`src/design/cse_pkg.sv`:
```
// Shared types, constants and helper functions of the CAN signal extract and publish block.
`default_nettype none
package cse_pkg;

  typedef enum logic [1:0] {
    OP_DECODE = 2'd0,
    OP_WRITE  = 2'd1,
    OP_CLEAR  = 2'd2,
    OP_NONE   = 2'd3
  } op_t;

  typedef enum logic [1:0] {
    SEL_LAYOUT = 2'd0,
    SEL_SCALE  = 2'd1,
    SEL_OFFSET = 2'd2,
    SEL_LIMITS = 2'd3
  } word_sel_t;

  typedef enum logic [4:0] {
    ST_IDLE, ST_READ, ST_CHECK, ST_MUL, ST_SIGN, ST_OFFS, ST_ABS, ST_RMUL,
    ST_DIVA, ST_WAITA, ST_DIVB, ST_WAITB, ST_RFIN, ST_DEAD, ST_INTV, ST_PUB,
    ST_NEXT, ST_FLUSH
  } state_t;

  localparam int LAYOUT_W  = 47;
  localparam int SCALE_W   = 32;
  localparam int OFFSET_W  = 48;
  localparam int LIMITS_W  = 52;
  localparam int POW_W     = 14;
  localparam int DEC_MAX   = 4;
  localparam int RES_MAX   = 16;
  localparam int MS_TO_US  = 1000;
  localparam int RND_HALF  = 32768;
  localparam logic [7:0] NIBBLE_MASK = 8'h0F;
  localparam logic [63:0] S64_MAX = 64'h7FFF_FFFF_FFFF_FFFF;
  localparam logic [63:0] S64_MIN = 64'h8000_0000_0000_0000;

  typedef struct packed {
    logic        en;
    word_sel_t   sel;
    logic [63:0] word;
  } def_wr_t;

  typedef struct packed {
    logic        en;
    logic [63:0] value;
    logic [63:0] time_us;
  } hist_wr_t;

  typedef struct packed {
    logic                  valid;
    logic [LAYOUT_W-2:0]   layout;
    logic [SCALE_W-1:0]    scale;
    logic [OFFSET_W-1:0]   offset;
    logic [LIMITS_W-1:0]   limits;
    logic                  has_pub;
    logic [63:0]           last_val;
    logic [63:0]           last_time;
  } entry_rd_t;

  function automatic logic [POW_W-1:0] pow10(input logic [2:0] d);
    logic [POW_W-1:0] p;
    case (d)
      3'd0: p = 14'd1;
      3'd1: p = 14'd10;
      3'd2: p = 14'd100;
      3'd3: p = 14'd1000;
      3'd4: p = 14'd10000;
      default: p = 14'd1;
    endcase
    return p;
  endfunction

  function automatic logic [63:0] from_mag(input logic neg, input logic [63:0] mag);
    logic [63:0] r;
    if (neg) begin
      r = mag[63] ? S64_MIN : (~mag + 64'd1);
    end else begin
      r = mag[63] ? S64_MAX : mag;
    end
    return r;
  endfunction

endpackage
`default_nettype wire

```
`src/design/cse_store.sv`:
```
// Signal definition table and publish history memories with their valid flags.
`default_nettype none
module cse_store
  import cse_pkg::*;
#(
  parameter int ENTRIES = 16,
  localparam int IW = (ENTRIES > 1) ? $clog2(ENTRIES) : 1
)
(
  input  wire logic          clk,
  input  wire logic          rst,
  input  wire def_wr_t       def_wr,
  input  wire logic [IW-1:0] def_addr,
  input  wire logic          clear_all,
  input  wire hist_wr_t      hist_wr,
  input  wire logic [IW-1:0] rd_addr,
  output entry_rd_t          rd
);

  logic [LAYOUT_W-2:0] layout_mem [ENTRIES];
  logic [SCALE_W-1:0]  scale_mem  [ENTRIES];
  logic [OFFSET_W-1:0] offset_mem [ENTRIES];
  logic [LIMITS_W-1:0] limits_mem [ENTRIES];
  logic [63:0]         value_mem  [ENTRIES];
  logic [63:0]         time_mem   [ENTRIES];
  logic [ENTRIES-1:0]  lay_valid;
  logic [ENTRIES-1:0]  pub;

  always_ff @(posedge clk) begin
    if (def_wr.en) begin
      case (def_wr.sel)
        SEL_LAYOUT: layout_mem[def_addr] <= def_wr.word[LAYOUT_W-1:1];
        SEL_SCALE:  scale_mem[def_addr]  <= def_wr.word[SCALE_W-1:0];
        SEL_OFFSET: offset_mem[def_addr] <= def_wr.word[OFFSET_W-1:0];
        default:    limits_mem[def_addr] <= def_wr.word[LIMITS_W-1:0];
      endcase
    end
    if (hist_wr.en) begin
      value_mem[rd_addr] <= hist_wr.value;
      time_mem[rd_addr]  <= hist_wr.time_us;
    end
  end

  always_ff @(posedge clk) begin
    rd.layout    <= layout_mem[rd_addr];
    rd.scale     <= scale_mem[rd_addr];
    rd.offset    <= offset_mem[rd_addr];
    rd.limits    <= limits_mem[rd_addr];
    rd.last_val  <= value_mem[rd_addr];
    rd.last_time <= time_mem[rd_addr];
    rd.valid     <= lay_valid[rd_addr];
    rd.has_pub   <= pub[rd_addr];
  end

  always_ff @(posedge clk) begin
    if (rst) begin
      lay_valid <= '0;
      pub       <= '0;
    end else begin
      if (clear_all) begin
        pub <= '0;
      end
      if (def_wr.en && def_wr.sel == SEL_LAYOUT) begin
        lay_valid[def_addr] <= def_wr.word[0];
        pub[def_addr]       <= 1'b0;
      end
      if (hist_wr.en) begin
        pub[rd_addr] <= 1'b1;
      end
    end
  end

endmodule
`default_nettype wire

```
`config.mk`:
```
export PLATFORM = sky130hd
export DESIGN_NAME = cse_store
export DESIGN_NICKNAME = d
export VERILOG_FILES = /design/src/design/cse_pkg.sv /design/src/design/cse_store.sv
export SDC_FILE = /design/constraint.sdc
export NUM_CORES = 2
export LEC_CHECK = 0
export BUFFER_PORTS_ARGS = -buffer_cell sky130_fd_sc_hd__clkbuf_2
export CORE_AREA = 2 2 741 743
export CTS_BUF_LIST = sky130_fd_sc_hd__clkbuf_8
export DETAILED_ROUTE_END_ITERATION = 16
export DIE_AREA = 0 0 743 745
export PLACE_DENSITY = 0.5
export SYNTH_ARGS = -nofsm -noshare
export SYNTH_HDL_FRONTEND = slang
export SYNTH_MEMORY_MAX_BITS = 65536
export SYNTH_SLANG_ARGS = --single-unit
```
`constraint.sdc`:
```
create_clock -name clk -period 6.5 [get_ports clk]
set_input_delay 1.3 -clock clk [delete_from_list [all_inputs] [get_ports clk]]
set_output_delay 1.3 -clock clk [all_outputs]
set_load 0.03 [all_outputs]
```
* Yosys cells after proc, flatten, opt, wreduce, memory -nomap -nowiden *
Memory sizes are Yosys's and may differ from the RTL's. A register that Yosys moved wholly into a read port is not among the register bits.
Cells that the tools add are included.

storage, ports and cells
  register bits = 34
  latch bits = 0
  RAM bits = 4,896
  memory bits (read-only) = 0
  bits of input ports = 207
  output and inout port bits = 308
  word-level logic and storage cells = 52
  memories = 6

memories
  memory      words  width  rd ports  clocked after memory_dff  write ports  RTL line         text
  time_mem    16     64     1         1                         1            cse_store.sv:25  logic [63:0] time_mem [ENTRIES];
  value_mem   16     64     1         1                         1            cse_store.sv:24  logic [63:0] value_mem [ENTRIES];
  limits_mem  16     52     1         1                         1            cse_store.sv:23  logic [LIMITS_W-1:0] limits_mem [ENTRIES];
  offset_mem  16     48     1         1                         1            cse_store.sv:22  logic [OFFSET_W-1:0] offset_mem [ENTRIES];
  layout_mem  16     46     1         1                         1            cse_store.sv:20  logic [LAYOUT_W-2:0] layout_mem [ENTRIES];
  scale_mem   16     32     1         1                         1            cse_store.sv:21  logic [SCALE_W-1:0] scale_mem [ENTRIES];

cells by class
  $add $sub $neg = 0
  $mul = 0
  divide/modulo/power cells = 0
  $lt $le $gt $ge = 4
  equal/unequal tests = 2
  shift-type cells = 0
  muxes and demuxes = 28
  bitwise operators = 3
  reductions and logical operators = 5

operators with widths
  cell                                                                number
  2-to-1 mux 16 bit                                                   5
  2-to-1 mux 1 bit                                                    18
  AND 16 bit                                                          1
  bitwise mux 16 bit                                                  1
  NOT 16 bit                                                          1
  OR 16 bit                                                           1
  < comparator 4 x 5 -> 1 bit (second input constant)                 2
  binary-select mux 1 bit (select 4 bit)                              2
  demux 1 bit (select 4 bit)                                          2
  greater-or-equal comparator 4 x 1 -> 1 bit (second input constant)  2
  logical AND 1 bit                                                   3
  OR reduction 3 bit                                                  1
  equality test 2 x 1 -> 1 bit (second input constant)                1
  equality test 2 bit (second input constant)                         1
  zero test 2 bit                                                     1

* Depth between registers and ports, before layout *
  depth in word-level cells = 10
  gate-level depth with buffers = 7
  mapped depth without buffers = 3

* Least setup slack after synthesis *
No wires, ideal clock.

  path kind = input -> register
  start = input port rd_addr[1]
  end = memory time_mem[6][0], enable pin
  library setup time = 481 ps
  arrival = 4,822 ps
  data required time = 6,019 ps
  setup slack = 1,197 ps
  stages on the path = 7
  path buffers = 4
  cell sequence = buf_2 > buf_2 > buf_2 > buf_2 > nor2b_1 > nand2_1 > inv_1

RTL lines
  element      RTL line         text
  from (decl)  cse_store.sv:16  input wire logic [IW-1:0] rd_addr,
  to (decl)    cse_store.sv:25

Straight into the memory's write port.

* Worst setup path in the final report *
  start = register rd[233] (netlist name)
  end = output port rd[233] in the netlist's numbering

RTL lines
  element    RTL line         text
  to (decl)  cse_store.sv:17  output entry_rd_t rd

No word-level cell between the ends.

==> metrics <==
proportion of layout cells with a drive suffix above 1 31.8%; crit path launch rd[233]; WP data arrival 2.29 ns; overflow left after global routing 0; Final Net Count ~9,400; initial antenna violation count 94; post-synthesis register bit count 5,236; first-pass iteration count of the detailed router 5; Initial Utilization 34.9%; Longest Clk Path Bufs 4; Min Hold Slack 0.363 ns; VDD IR-drop max 0.209 mV; Worst EP required 5.20 ns; ys flop type edfxtp_1; routability cong. ~0.72; Slew HR 16.7%; min-delay worst type in -> reg; post-route antenna net violation count 0; Fin Setup TNS 0 ns; Net Sw Power ~16 mW; Register Area about 0.15 mm^2; pin count of the biggest net entering global routing 165; power density cells 312 mW/mm^2; Clock Power Share 39.7%; Synth Instances 8,052; largest cells by area after synthesis edfxtp_1 (77%), mux4_2 (15%), dfxtp_1 (3.6%); Synth Warn # 0; vias post-DR 89,500; Max Cap Violations 0; DR iter-0 viols 7,914; minimum clock period after layout around 3.6 ns; sequential power share between 50% and 60%; Fillers 48,300; Post-Syn Area 0.191 mm^2; Avg Inst Size Synth between 20 and 25 um^2; worst reg2reg startpoint scale_mem[11][19]; post-CTS resize count 0; cell family with most CP delay flip-flops; die area 0.554 mm^2; Clock Latency Late Sink roughly 1.3 ns; H-tree levels 6; Overall Global Routing Usage 17.9%; crit-path max cell delay 0.67 ns; min-delay src def_wr[0]; RSZ-0062 raised after global routing false; Internal 52.7 mW; Core Rows 272; I/O Buffers 502; clk sinks 5,236; DP HPWL 259,000 um; run status complete, no violations; Core ar. 0.546 mm^2; wire length of the first global-routing pass 706,000 um; chip width 743 um; TritonCTS clock tree done; routed len/inst 29.3 um; number of synthesized flops with an enable pin 4,896; routed vias/inst 5.20; Clock transition at path regs 0.07 ns; Synth top area share 77.2%; DR DRC count 0; Syn Nets 8,259; Synth top cells by count edfxtp_1 (4,896), mux4_2 (1,232), a22oi_1 (616); post-CTS setup buffers 0; FMAX approximately 280 MHz; endpoints failing setup 0; footprint of the multi-input gates 0.0351 mm^2; vias in the first global route 95,200; post-synth top area cell edfxtp_1; CP Cell Sequence clkbuf_2; Post-CTS Hold Buffers 0; switching share of power around a quarter; Worst Tran Pin Value 1.25 ns; CP Buf/Inv Count 1; crit path max fanout 1; final hold violations 0; kind of critical path reg -> out; Area Growth Syn to Fin 15.4%; asr flop ratio synth 0%; most common cell in the synthesized netlist edfxtp_1; sequential area share after synthesis roughly 81%; leakage just over 70 nW; Gate power share under 10%; final WL 506,000 um; synth unique cells 29; Num CTS Buffers 843; Worst path slowest cell dfxtp_1; CP Capture Type output pin; crit start category register; Worst Skew between 0.1 and 0.15 ns; final cycle utilization of the critical path 55.3%; fin. max-slew vios 0; DIE HEIGHT about 750 um; num ports 515; Root Buffer clkbuf_8
## path summary, 6_finish.rpt
path,to,slack (ns),cells after the start
setup / recovery,rd[233],2.91,1
hold / removal,offset_mem[0][0],0.36,1
setup reg to reg,rd[248],4.80,3
hold reg to reg,lay_valid[4],0.48,2
## cells in the final DEF, fill, tap and decap left out, drive strengths merged, types with 5 or more instances in the layout
master,count
a21oi,32
a22oi,616
buf,253
bufinv,15
clkbuf,1441
clkinv,228
clkinvlp,15
dfxtp,340
diode,25
edfxtp,4896
inv,391
mux4,1232
nand2,320
nand3,5
nand4bb,6
nor2,66
nor2b,20
o21ai,32
or3,16
## cells by family (layout without fill, tap and decap cells)
| logic type | Yosys count | count (layout) | share of synthesized area, % |
|---|---|---|---|
| flops | 5236 | 5236 | 80.7 |
| mux | 1232 | 1232 | 14.6 |
| compound gates | 680 | 680 | 2.60 |
| buf+inv | 453 | 2343 | 1.11 |
| simple gates | 451 | 451 | 1.01 |
| other cells | 0 | 25 | 0 |
## area by class of cell
cell class	count	area share [%]
clock buffer	941	5.89
sequential	5236	69.9
clock inverter	632	1.59
inverter	17	0.0836
tap	7261	4.13
timing repair buffer	753	2.37
multi-input combinational	2363	16.0
antenna	25	0.0284
## state kept, by name, summed over array words and instances, names as in the netlist
register,count
pub,16
value_mem,1024
offset_mem,768
rd,308
layout_mem,736
lay_valid,16
scale_mem,512
limits_mem,832
time_mem,1024
## through the flow
step | setup WS, ns | instance area [um^2] | utilization (%) | total power, mW | instances
finish | 2.91 | 220000 | 40.3 | 68.6 | 17200
detailed placement | 1.95 | 203000 | 37.2 | 42.1 | 15600
CTS | 2.74 | 220000 | 40.3 | 69.5 | 17200
global route | 2.78 | 220000 | 40.3 | 71.1 | 17200
global placement | 1.93 | 203000 | 37.2 | 42.1 | 15600
floorplan | 1.20 | 191000 | - | 40.4 | 8052
## power by group through the flow
stage	Sequential [mW]	Clock (mW)	Combinational [mW]
after floorplan	38.7	0	1.64
after global placement	38.4	0	3.63
after detailed placement	38.5	0	3.69
after CTS	37.8	28.1	3.70
after global routing	37.8	29.5	3.86
final	37.8	27.3	3.59
## metal layers
metal	vias to the layer above	GRT usage, %	wire [um]
met5	-	0	373
met1	48900	23.7	210000
met4	58	4.10	10400
met3	776	4.04	35100
li1	36900	-	-
met2	2932	30.0	249000
No activity file was read; power rests on OpenSTA's default activity.
