==> config.mk <==
export PLATFORM = sky130hd
export DESIGN_NAME = cse_div
export DESIGN_NICKNAME = d
export VERILOG_FILES = /design/src/design/cse_pkg.sv /design/src/design/cse_div.sv
export SDC_FILE = /design/constraint.sdc
export NUM_CORES = 1
export LEC_CHECK = 0
export ABC_CLOCK_PERIOD_IN_PS = 4750
export BUFFER_PORTS_ARGS = -buffer_cell sky130_fd_sc_hd__buf_2
export CORE_ASPECT_RATIO = 1.75
export CORE_UTILIZATION = 25
export CTS_CLUSTER_SIZE = 10
export DETAILED_ROUTE_END_ITERATION = 10
export RECOVER_POWER = 25
export SKIP_LAST_GASP = 1
export SLEW_MARGIN = 20
export SYNTH_ARGS = -nofsm -noshare
export SYNTH_HDL_FRONTEND = slang
export SYNTH_SLANG_ARGS = --single-unit
==> constraint.sdc <==
create_clock -name clk -period 4.75 [get_ports clk]
set_clock_uncertainty 0.15 [all_clocks]
set_input_delay 0.95 -clock clk [delete_from_list [all_inputs] [get_ports clk]]
set_output_delay 0.95 -clock clk [all_outputs]
set_load 0.1 [all_outputs]
==> src/design/cse_pkg.sv <==
// Shared types, constants and helper functions of the CAN signal extract and publish block.
`default_nettype none
package cse_pkg;

  typedef enum logic [1:0] {
    OP_DECODE = 2'd0,
    OP_WRITE  = 2'd1,
    OP_CLEAR  = 2'd2,
    OP_NONE   = 2'd3
  } op_t;

  typedef enum logic [1:0] {
    SEL_LAYOUT = 2'd0,
    SEL_SCALE  = 2'd1,
    SEL_OFFSET = 2'd2,
    SEL_LIMITS = 2'd3
  } word_sel_t;

  typedef enum logic [4:0] {
    ST_IDLE, ST_READ, ST_CHECK, ST_MUL, ST_SIGN, ST_OFFS, ST_ABS, ST_RMUL,
    ST_DIVA, ST_WAITA, ST_DIVB, ST_WAITB, ST_RFIN, ST_DEAD, ST_INTV, ST_PUB,
    ST_NEXT, ST_FLUSH
  } state_t;

  localparam int LAYOUT_W  = 47;
  localparam int SCALE_W   = 32;
  localparam int OFFSET_W  = 48;
  localparam int LIMITS_W  = 52;
  localparam int POW_W     = 14;
  localparam int DEC_MAX   = 4;
  localparam int RES_MAX   = 16;
  localparam int MS_TO_US  = 1000;
  localparam int RND_HALF  = 32768;
  localparam logic [7:0] NIBBLE_MASK = 8'h0F;
  localparam logic [63:0] S64_MAX = 64'h7FFF_FFFF_FFFF_FFFF;
  localparam logic [63:0] S64_MIN = 64'h8000_0000_0000_0000;

  typedef struct packed {
    logic        en;
    word_sel_t   sel;
    logic [63:0] word;
  } def_wr_t;

  typedef struct packed {
    logic        en;
    logic [63:0] value;
    logic [63:0] time_us;
  } hist_wr_t;

  typedef struct packed {
    logic                  valid;
    logic [LAYOUT_W-2:0]   layout;
    logic [SCALE_W-1:0]    scale;
    logic [OFFSET_W-1:0]   offset;
    logic [LIMITS_W-1:0]   limits;
    logic                  has_pub;
    logic [63:0]           last_val;
    logic [63:0]           last_time;
  } entry_rd_t;

  function automatic logic [POW_W-1:0] pow10(input logic [2:0] d);
    logic [POW_W-1:0] p;
    case (d)
      3'd0: p = 14'd1;
      3'd1: p = 14'd10;
      3'd2: p = 14'd100;
      3'd3: p = 14'd1000;
      3'd4: p = 14'd10000;
      default: p = 14'd1;
    endcase
    return p;
  endfunction

  function automatic logic [63:0] from_mag(input logic neg, input logic [63:0] mag);
    logic [63:0] r;
    if (neg) begin
      r = mag[63] ? S64_MIN : (~mag + 64'd1);
    end else begin
      r = mag[63] ? S64_MAX : mag;
    end
    return r;
  endfunction

endpackage
`default_nettype wire

==> src/design/cse_div.sv <==
// Iterative restoring divider, one quotient bit per cycle, shared by both rounding steps.
`default_nettype none
module cse_div
  import cse_pkg::*;
(
  input  wire logic              clk,
  input  wire logic              rst,
  input  wire logic              start,
  input  wire logic [63:0]       dividend,
  input  wire logic [POW_W-1:0]  divisor,
  output logic                   busy,
  output logic                   done,
  output logic [63:0]            quo,
  output logic [POW_W-1:0]       rem
);

  logic [6:0]     cnt;
  logic [POW_W:0] trial;
  logic           ge;
  logic [POW_W:0] diff;

  assign trial = {rem, quo[63]};
  assign ge    = trial >= {1'b0, divisor};
  assign diff  = trial - {1'b0, divisor};
  assign busy  = cnt != 7'd0;

  always_ff @(posedge clk) begin
    if (rst) begin
      cnt  <= 7'd0;
      done <= 1'b0;
    end else begin
      done <= 1'b0;
      if (start) begin
        cnt <= 7'd64;
      end else if (busy) begin
        cnt <= cnt - 7'd1;
        if (cnt == 7'd1) begin
          done <= 1'b1;
        end
      end
    end
  end

  always_ff @(posedge clk) begin
    if (start) begin
      quo <= dividend;
      rem <= '0;
    end else if (busy) begin
      quo <= {quo[62:0], ge};
      rem <= ge ? diff[POW_W-1:0] : trial[POW_W-1:0];
    end
  end

endmodule
`default_nettype wire

Word-level counts from Yosys, hierarchy flattened
Index checks and enable logic that the tools add are counted.
{ "word_totals": {"register_bits": 86, "input_bits": 81, "output_inout_bits": 80} }
{ "op_classes": {"n_addsub": 2, "magnitude_cmp": 1, "eq_ne": 1, "muxes": 6, "n_bitwise": 1, "n_reduce_logical": 4} }
{ "ops": {"columns": ["op", "n"], "rows": [
  ["$mux W64", 2],
  ["$ge A15 B14 Y1", 1],
  ["$mux W14", 1],
  ["$mux W7", 2],
  ["$sub A14 B14 Y14", 1],
  ["$eq A7 B1 Y1 const B", 1],
  ["$reduce_bool A7 Y1", 1],
  ["$sub A7 B1 Y7 const B", 1],
  ["$reduce_or A3 Y1", 1],
  ["$reduce_bool A2 Y1", 1],
  ["$reduce_or A2 Y1", 1],
  ["$mux W1", 1],
  ["$not A1 Y1", 1]
]} }

Longest topological paths before layout
Gate-level depths: netlist of run 1.
{ "logic_depth": {"ltp_word": 3, "depth_mapped": 11, "depth_no_buf": 10} }

Least setup slack after synthesis of run 1
Ideal clock, no wire load.
{ "synth_timing": {"path_type": "register to register", "start": "reg rem[9]", "end": "reg quo[0], data pin", "setup_time_ns": 0.260, "arrival_time_ns": 2.609, "required_ns": 4.340, "slack_ns": 1.731, "path_stages_with_launch": 9, "n_path_buf": 2, "cell_sequence": "dfxtp_1 -> ha_1 -> a21oi_2 -> o221ai_2 -> a211oi_2 -> nand3_2 -> buf_6 -> buf_12 -> mux2_2"} }
{ "synth_via": {"elab_chain_cells": 3} }
{ "synth_lines": {"columns": ["item", "line_no", "rtl"], "rows": [
  ["start: declaration", "cse_div.sv:14", "output logic [POW_W-1:0] rem"],
  ["start signal: assignment", "cse_div.sv:50", "rem <= ge ? diff[POW_W-1:0] : trial[POW_W-1:0];"],
  ["$ge A15 B14 Y1", "cse_div.sv:23", "assign ge = trial >= {1'b0, divisor};"],
  ["$mux W64", "cse_div.sv:48", "end else if (busy) begin"],
  ["$mux W64", "cse_div.sv:45", "if (start) begin"],
  ["end signal: assignment", "cse_div.sv:46", "quo <= dividend;"],
  ["end signal: assignment", "cse_div.sv:49", "quo <= {quo[62:0], ge};"],
  ["end: declaration", "cse_div.sv:13", "output logic [63:0] quo,"]
]} }
No other way between the ends. The select of a mux whose other input is x is not followed.
A chain may end at the register's enable or synchronous reset.

Worst setup path after layout of run 1
{ "layout_timing": {"start": "reg cnt[0]", "end": "out busy"} }
{ "layout_via": {"elab_chain_cells": 1} }
{ "layout_lines": {"columns": ["item", "line_no", "rtl"], "rows": [
  ["start: declaration", "cse_div.sv:17", "logic [6:0] cnt;"],
  ["start signal: assignment", "cse_div.sv:36", "cnt <= cnt - 7'd1;"],
  ["$reduce_bool A7 Y1", "cse_div.sv:25", "assign busy = cnt != 7'd0;"],
  ["end: declaration", "cse_div.sv:11", "output logic busy,"]
]} }
No other way between the ends.

==> results, run 1 <==
- The number of max-cap violations is 0.
- The flow ran to the end, and the final reports show no timing, DRC or antenna violations.
- The detailed router finished its first iteration with 85 violations.
- Using the TritonRoute via totals, the vias-per-cell ratio works out to approximately 4.6.
- After synthesis, the share of flip-flops with an asynchronous set or reset is 0.
- The main flop type after synthesis is sky130_fd_sc_hd__edfxtp_1.
- The per-instance average area after synthesis is 12.76 um^2.
- The first-pass detailed-route iteration total is 4.
- Once detailed placement completed, the half-perimeter wirelength came to approximately 8000 um.
- In this run the tool buffered the top-level ports with between 150 and 200 buffer cells.
- The stage delay of the slowest cell on the critical path is about 0.62 ns.
- The share of the Yosys chip area taken by registers is 0.5231.
- The global router's overall resource usage is 0.1175.
- The synthesized area is ~0.0045 mm^2.
- The root buffer cell chosen for the clock tree is sky130_fd_sc_hd__clkbuf_16.
- In the final layout, the share of cells above drive strength 1 is 0.4043.
- Counting stages on the worst path, the most repeated cell is sky130_fd_sc_hd__inv_1.
- The count of antenna diodes in the layout is 0.
- The transition time of the tightest slew-check pin is 1.220 ns.
- The initial utilization of the core area, before any placement, comes to 0.2563.
- The remaining global-route overflow is 0.
- The number of rows in the core area is 64.
- Yosys mapped a number of flops with a built-in enable equal to 64.
- The total of hold buffers inserted after clock tree synthesis is 0.
- Routability-driven placement finished with a final weighted congestion of 0.8260.
- The met1 demand-to-capacity share in global routing is 0.1183.
- The register bit total from synthesis is 86.
- The category of the worst setup path launch point is a register.
- The buffer levels on the longest clock path is 2.
- Headroom to the max-slew limit came out at 0.1902.
- The routing usage on met2 is 0.2217.
- Buffers added to address setup during post-CTS repair amount to 0.
- The area of the core region is 0.01762 mm^2.
- The overall routed net length is ~11000 um.
- TritonCTS built the clock tree.
- The layout-stage area growth over the synthesis result is 27.04%.
- After synthesis, the netlist uses between 50 and 60 different library cells.
- The y dimension of the die is 179.8 um.
- The initial antenna violation count is 0.
- Buffers inserted during clock tree synthesis total 9.
- Detailed routing inserted a total of 3409 vias.
- For this run, design rule violations remaining after detail routing come to 0.
- The worst path required time is about 3.7 ns.
- The net count reported at finish is approximately 600.
- The global-route track usage on met3 is 0.03154.
- The number of global-route vias before repair is about 3600.
- The final number of setup-violating endpoints is 0.
- The number of cells produced by synthesis is ~350.
- Setup repair after global routing left no endpoint under its margin.
- The signal on the critical path passes through inv_1 -> ha_1 -> nand2_1 -> nor2_1 -> inv_1 -> buf_2.
- For this design, the sink count on the clock tree is 86.
- Adding up every negative setup slack in the final design gives 0 ns.
- The layer carrying the most global-route usage is met2.
- The max-slew violation count came to 0.
- Pin placement for this block handled 161 I/O pins.
- The total of warnings raised by yosys is 0.
- The clock latency reported for the late side of the worst-skew pair is 0.34 ns.
- The timing-limited maximum frequency is ~0.28 GHz.
- The slowest stage of the critical path is the sky130_fd_sc_hd__inv_1 cell.
- The layout has about 1900 filler cells.
- The worst hold-check path type is register to register.
- The maximum number of pins on one net before global-route repair is 64.
- The final number of hold-violating endpoints is 0.
- The type of the setup path with the least slack is register to output pin.
- When the netlist entered floorplanning its net count stood at roughly 450.
- The maximum level of the CTS H-tree is 3.
- The final-layout worst hold slack is around 0.38 ns.
- Along the worst path, the maximum fanout reaches 28.
- The antenna violation net count after detailed routing is 0.
- The final worst-path cycle share is 0.7388.
- The floorplan die area is ~0.019 mm^2.
- The first global-routing pass estimated roughly 17000 um of wire.
- The x dimension of the die is between 100 and 150 um.
- The type of destination of the critical path is an output pin.
- The routed length per instance is about 14 um.
- The clock transition at the register clock pins on the worst setup and hold paths after CTS is 0.07 ns.
- For the finished layout, the period the worst path requires is around 3.5 ns.
- At the worst endpoint, the arrival time is 2.41 ns.
- The post-CTS resize count is 0.
## stage by stage
| stage | utilization | instances | area [um^2] | setup slack (ns) |
|---|---|---|---|---|
| final | 0.3256 | 748 | 5737 | 1.241 |
| after global routing | 0.3256 | 748 | 5737 | 1.033 |
| after CTS | 0.3294 | 748 | 5803 | 1.521 |
| after detailed placement | 0.3144 | 732 | 5539 | 1.345 |
| after global placement | 0.3144 | 732 | 5539 | 1.426 |
| after floorplan | - | 354 | 4516 | 1.731 |
## cells by family (layout without fill, tap and decap cells)
| kind of cell | after synthesis | count (layout) | share of synthesized area |
|---|---|---|---|
| xor+xnor | 15 | 15 | 0.02909 |
| compound gates | 52 | 52 | 0.09449 |
| simple gates | 71 | 71 | 0.08424 |
| buf+inv | 40 | 203 | 0.04017 |
| mux | 72 | 72 | 0.1773 |
| flops | 86 | 86 | 0.5231 |
| fa+ha+maj | 18 | 18 | 0.05154 |
## flip-flops by register name (all words and copies together) (netlist names)
register,count
cnt,7
done,1
quo,64
rem,14
## critical path: cells and delay by family, from the launching register on
kind / cells / cell delay, ns
adder cells (fa/ha/maj): 1 / 0.24
buffers and inverters: 3 / 1.25
flip-flops: 1 / 0.42
AND/OR/NAND/NOR: 2 / 0.14
## worst paths after layout
kind / startpoint / to / slack (ns) / cells past startpoint
max: cnt[0] / busy / 1.24 / 6
min: cnt[6] / cnt[6] / 0.38 / 2
max reg2reg: cnt[0] / quo[50] / 1.46 / 7
min reg2reg: cnt[6] / cnt[6] / 0.38 / 2
## synth_stat cells (all sizes together) (8+ instances only)
library cell	n	area share
mux2i	8	0.018
mux2	64	0.16
a211oi	9	0.017
inv	24	0.020
edfxtp	64	0.43
a21oi	10	0.015
xnor2	12	0.023
ha	17	0.047
nor2	27	0.022
clkbuf	9	0.0078
dfxtp	22	0.098
nand2	9	0.0075
## per-layer routing
metal / wire length, um / vias up
met5: 0 / -
met4: 272 / 0
met3: 621 / 18
met2: 5767 / 137
met1: 4060 / 1602
li1: - / 1652
## layout make-up
| cell class | count | area [um^2] | area share |
|---|---|---|---|
| Sequential cell | 86 | 2362 | 0.4118 |
| Multi-Input combinational cell | 228 | 1972 | 0.3437 |
| Timing Repair Buffer | 163 | 759.5 | 0.1324 |
| Tap cell | 231 | 289.0 | 0.05038 |
| Clock buffer | 10 | 229.0 | 0.03991 |
| Inverter | 24 | 90.09 | 0.01570 |
| Clock inverter | 6 | 35.03 | 0.006107 |
## placed cells by master (no fill, tap or decap), types with 4 or more instances in the layout
| cell | instances |
|---|---|
| sky130_fd_sc_hd__a211oi_1 | 7 |
| sky130_fd_sc_hd__a21o_1 | 4 |
| sky130_fd_sc_hd__a21oi_1 | 7 |
| sky130_fd_sc_hd__buf_2 | 109 |
| sky130_fd_sc_hd__clkbuf_1 | 52 |
| sky130_fd_sc_hd__clkbuf_16 | 9 |
| sky130_fd_sc_hd__dfxtp_1 | 22 |
| sky130_fd_sc_hd__edfxtp_1 | 64 |
| sky130_fd_sc_hd__ha_1 | 17 |
| sky130_fd_sc_hd__inv_1 | 24 |
| sky130_fd_sc_hd__mux2_2 | 64 |
| sky130_fd_sc_hd__mux2i_1 | 8 |
| sky130_fd_sc_hd__nand2_1 | 9 |
| sky130_fd_sc_hd__nand3b_1 | 5 |
| sky130_fd_sc_hd__nor2_1 | 27 |
| sky130_fd_sc_hd__nor3_1 | 6 |
| sky130_fd_sc_hd__o21ai_0 | 6 |
| sky130_fd_sc_hd__xnor2_1 | 12 |
Power of run 1 is not shown: default switching activity piles up to over one toggle a cycle in this logic, so the estimate is an artifact.
==> inputs of run 2 (changes only) <==
--- a/config.mk
+++ b/config.mk
@@ -5,7 +5,8 @@
 export SDC_FILE = /design/constraint.sdc
 export NUM_CORES = 1
 export LEC_CHECK = 0
-export ABC_CLOCK_PERIOD_IN_PS = 4750
+export ABC_AREA = 1
+export ABC_CLOCK_PERIOD_IN_PS = 3400
 export BUFFER_PORTS_ARGS = -buffer_cell sky130_fd_sc_hd__buf_2
 export CORE_ASPECT_RATIO = 1.75
 export CORE_UTILIZATION = 25
==> constraint.sdc (replaced) <==
create_clock -name clk -period 3.4 [get_ports clk]
set_clock_uncertainty 0.15 [all_clocks]
set_input_delay 0.68 -clock clk [delete_from_list [all_inputs] [get_ports clk]]
set_output_delay 0.68 -clock clk [all_outputs]
set_load 0.1 [all_outputs]
==> run 2 against run 1 <==
Setup slack worse by 0.63 ns. Sequential share of layout area is 1.8 points lower. Synthesized cell count increased by 66%. Worst hold slack got worse by 0.055 ns. Design area rose by 4.5%. Flip-flop and latch count stayed put. Die area is 3.0% higher.
==> results, run 2 <==
- After filler insertion, the fill cell instance count of the layout stands at 1972.
- The remaining global-route overflow is 0.
- The number of global-route vias before repair was 4072.
- The largest individual stage delay along the critical path comes from the cell sky130_fd_sc_hd__inv_1.
- The longest clock path from root to sink contains 2 buffers.
- The internal power is between 2 and 2.5 mW.
- VDD sags by at most 0.4532 mV.
- The TritonCTS clock tree is done.
- The floorplan step set the die height to 182.5 um.
- The number of flip-flops under the largest register name is between 60 and 70.
- The wire length of the first global-routing pass is 20440 um.
- Walking the worst path, the cells encountered are clkbuf_1 -> inv_1 -> clkbuf_1 -> nand2_1 -> nand2_1.
- In the layout the commonest cells are sky130_fd_sc_hd__nand2_1 (286), sky130_fd_sc_hd__buf_2 (150), sky130_fd_sc_hd__edfxtp_1 (64).
- The tightest slew margin relative to the limit is 0.1613.
- Once placement finished, the instance area stood at about 0.0057 mm^2.
- Leaving out fill and tap cells, the most frequent cell in the layout is sky130_fd_sc_hd__nand2_1.
- The total leakage power is around 3.1 nW.
- The final layout contains 846 nets.
- Dividing the detail-routed via count by the number of cells gives about 4.3.
- Entering global routing, the biggest net connects 56 pins.
- The final HPWL from detailed placement is around 10000 um.
- The cell at the root of the clock tree is sky130_fd_sc_hd__clkbuf_16.
- The die covers roughly 0.019 mm^2.
- The type of the setup path with the least slack is primary input to register.
- Yosys attributes the largest share of cell area to sky130_fd_sc_hd__edfxtp_1 (41%), sky130_fd_sc_hd__nand2_1 (23%), sky130_fd_sc_hd__dfxtp_1 (9.5%), sky130_fd_sc_hd__inv_1 (4.8%), sky130_fd_sc_hd__ha_1 (4.6%).
- The number of antenna diodes in the final layout is 0.
- After routing the design area is ~0.0060 mm^2.
- The routed layout has about 4300 vias.
- The power per standard cell area is between 900 and 1000 mW/mm^2.
- For this design the top-level I/O count stands at 161.
- The share of total power dissipated in the clock network is 0.181.
- The setup total negative slack is 0 ns.
- Across the whole layout, storage elements account for 0.002362 mm^2.
- The min-delay analysis places its worst path in the category register to register.
- In this run the mean area of a mapped cell was 7.925 um^2.
- The total of warnings raised by yosys is 0.
- Once the clock tree was built, the setup fixing pass inserted 0 buffers.
- The switching portion of total power is 0.5525.
- The number of cells produced by synthesis is approximately 600.
- The smallest clock period supported by the final layout is computed as 2.793 ns.
- Setup repair after global routing left no endpoint under its margin.
- The number of rows in the core area is 65.
- The number of sinks driven by the clock tree is 86.
- The global router's overall resource usage is 0.1388.
- For this design, the CTS-stage hold fixing added 0 buffers.
- The number of distinct library cells after synthesis is 30.
- The initial antenna violation count was 0.
- The max-slew violation count was 0.
- The switching power is roughly 3.1 mW.
- The kind of cell adding the most delay to the critical path is buffers and inverters.
- Setup violations remaining at the end of the flow were counted as 0.
- In the synthesized netlist, the cells that appear most often are sky130_fd_sc_hd__nand2_1 (286), sky130_fd_sc_hd__edfxtp_1 (64), sky130_fd_sc_hd__inv_1 (59).
- In this run the remaining antenna-violating nets after routing total 0.
- The share of flip-flops with an asynchronous set or reset is 0.
- The worst path required time is around 3.3 ns.
- The overall routed net length is 13320 um.
- The final RePlAce weighted congestion is ~0.92.
- Counting flops with a built-in enable in the synthesized netlist gives 64.
- The clock latency reported for the late side of the worst-skew pair is 0.34 ns.
- The largest registers in the layout are quo: 64 flops, rem: 14 flops, cnt: 7 flops.
- The post-CTS resize count is 0.
- The first-pass detailed-route iteration total is 4.
- The run finished with clean final reports.
- In the final layout, the share of cells above drive strength 1 is 0.2513.
- The sequential fraction of design power is 0.294.
- The final number of hold-violating endpoints is 0.
- quo holds more flip-flops than any other register.
- Summed over all instances, the cell type with the most area after synthesis is sky130_fd_sc_hd__edfxtp_1.
- The multi-input logic area is between 0.0015 and 0.002 mm^2.
- The DRC violations left is 0.
- The starting DRC count in detailed routing is 192.
- The cell with the most instances after synthesis is sky130_fd_sc_hd__nand2_1.
- The effective utilization at floorplan is 0.2565.
- The clock transition at the register clock pins on the worst setup and hold paths after CTS is 0.06 ns.
- Of the total power, combinational logic draws 0.525.
- The die is about 110 um wide.
- The area of the core region is ~0.018 mm^2.
- TritonCTS created 9 clock buffers.
- The number of I/O port buffers is 160.
- The layout-stage area growth over the synthesis result is 28.86%.
- In this run the worst path has a maximum fanout of 39.
- The data arrival at the endpoint of the critical path is 2.74 ns.
- The share of the synthesized area in the top cell type is 0.4131.
- The type of destination of the critical path is a register.
- At the pin with the least slew margin, the transition time is ~1.3 ns.
- The most used flip-flop cell after synthesis is sky130_fd_sc_hd__edfxtp_1.
- The net count after synthesis is between 600 and 700.
- The maximum level of the CTS H-tree is 3.
- Synthesis inferred 86 register bits.
- The category of the worst setup path launch point is a primary input.
- The synthesized area is ~0.0047 mm^2.
- The final worst-path cycle share is 0.8215.
- The routed length per instance is ~14 um.
- The number of buffers and inverters on the critical path is 3.
- On the worst path, the slowest cell contributes a delay of about 0.8 ns.
- Max-cap violations in this run came to 0.
- The sequential cell area fraction in the yosys report is 0.5078.
- Based on the critical path, the design can be clocked at up to 0.3580 GHz.
[run 2: cell type report]
class | count | share of cell area
flip-flops and latches | 86 | 0.3941
clock inverters | 7 | 0.01231
multi-input cells | 425 | 0.3317
clock buffers | 9 | 0.03757
well taps | 234 | 0.04884
inverters | 59 | 0.03757
repair buffers | 166 | 0.1380
[run 2: power groups by stage]
stage	clock [mW]	sequential (mW)	combinational (mW)
after floorplan	0	3.41	0.680
after global placement	0	1.66	2.94
after detailed placement	0	1.66	2.95
after CTS	1.04	1.64	2.95
after global routing	1.08	1.68	3.06
final	1.01	1.64	2.92
[run 2: worst reg2reg max path: cells and delay by family, from the launching register on]
kind | cells | cell delay, ns
simple gates | 3 | 0.24
fa+ha+maj | 1 | 0.25
buf+inv | 5 | 1.02
flops | 1 | 0.36
[run 2: kinds of logic (layout without fill, tap and decap cells)]
kind of cell,count (synthesis),count (layout),share of synthesized area
simple gates,376,376,0.3332
flops,86,86,0.5078
buf+inv,76,241,0.06482
xor+xnor,9,9,0.01695
compound gates,22,22,0.02717
fa+ha+maj,18,18,0.05003
[run 2: path summary, 6_finish.rpt]
kind           from  endpoint  slack, ns  cells past startpoint
min          cnt[6]      done       0.32                      1
min reg2reg  cnt[6]      done       0.32                      1
max reg2reg  cnt[0]   quo[13]       0.99                      9
max           start   quo[55]       0.61                      5
[run 2: routing by layer]
| layer | global-route usage | vias to the layer above | part of all wire |
|---|---|---|---|
| met5 | 0 | - | 0 |
| met4 | 0.07944 | 0 | 0.038 |
| met3 | 0.02464 | 29 | 0.038 |
| met2 | 0.2609 | 130 | 0.54 |
| met1 | 0.1425 | 1947 | 0.38 |
| li1 | - | 2183 | - |
[run 2: metrics by stage]
step / util / hold WS, ns / setup WS (ns) / total power, mW / cells
6_report: 0.3305 / 0.3209 / 0.6069 / 5.567 / 986
5_1_grt: 0.3305 / 0.3549 / 0.3309 / 5.816 / 986
4_1_cts: 0.3316 / 0.3288 / 0.6669 / 5.635 / 986
3_5_place_dp: 0.3151 / 0.3195 / 0.7108 / 4.601 / 970
3_3_place_gp: 0.3151 / 0.3082 / 0.7092 / 4.599 / 970
2_1_floorplan: - / 0.2917 / 0.2637 / 4.089 / 587
No activity file was read; power rests on OpenSTA's default activity.
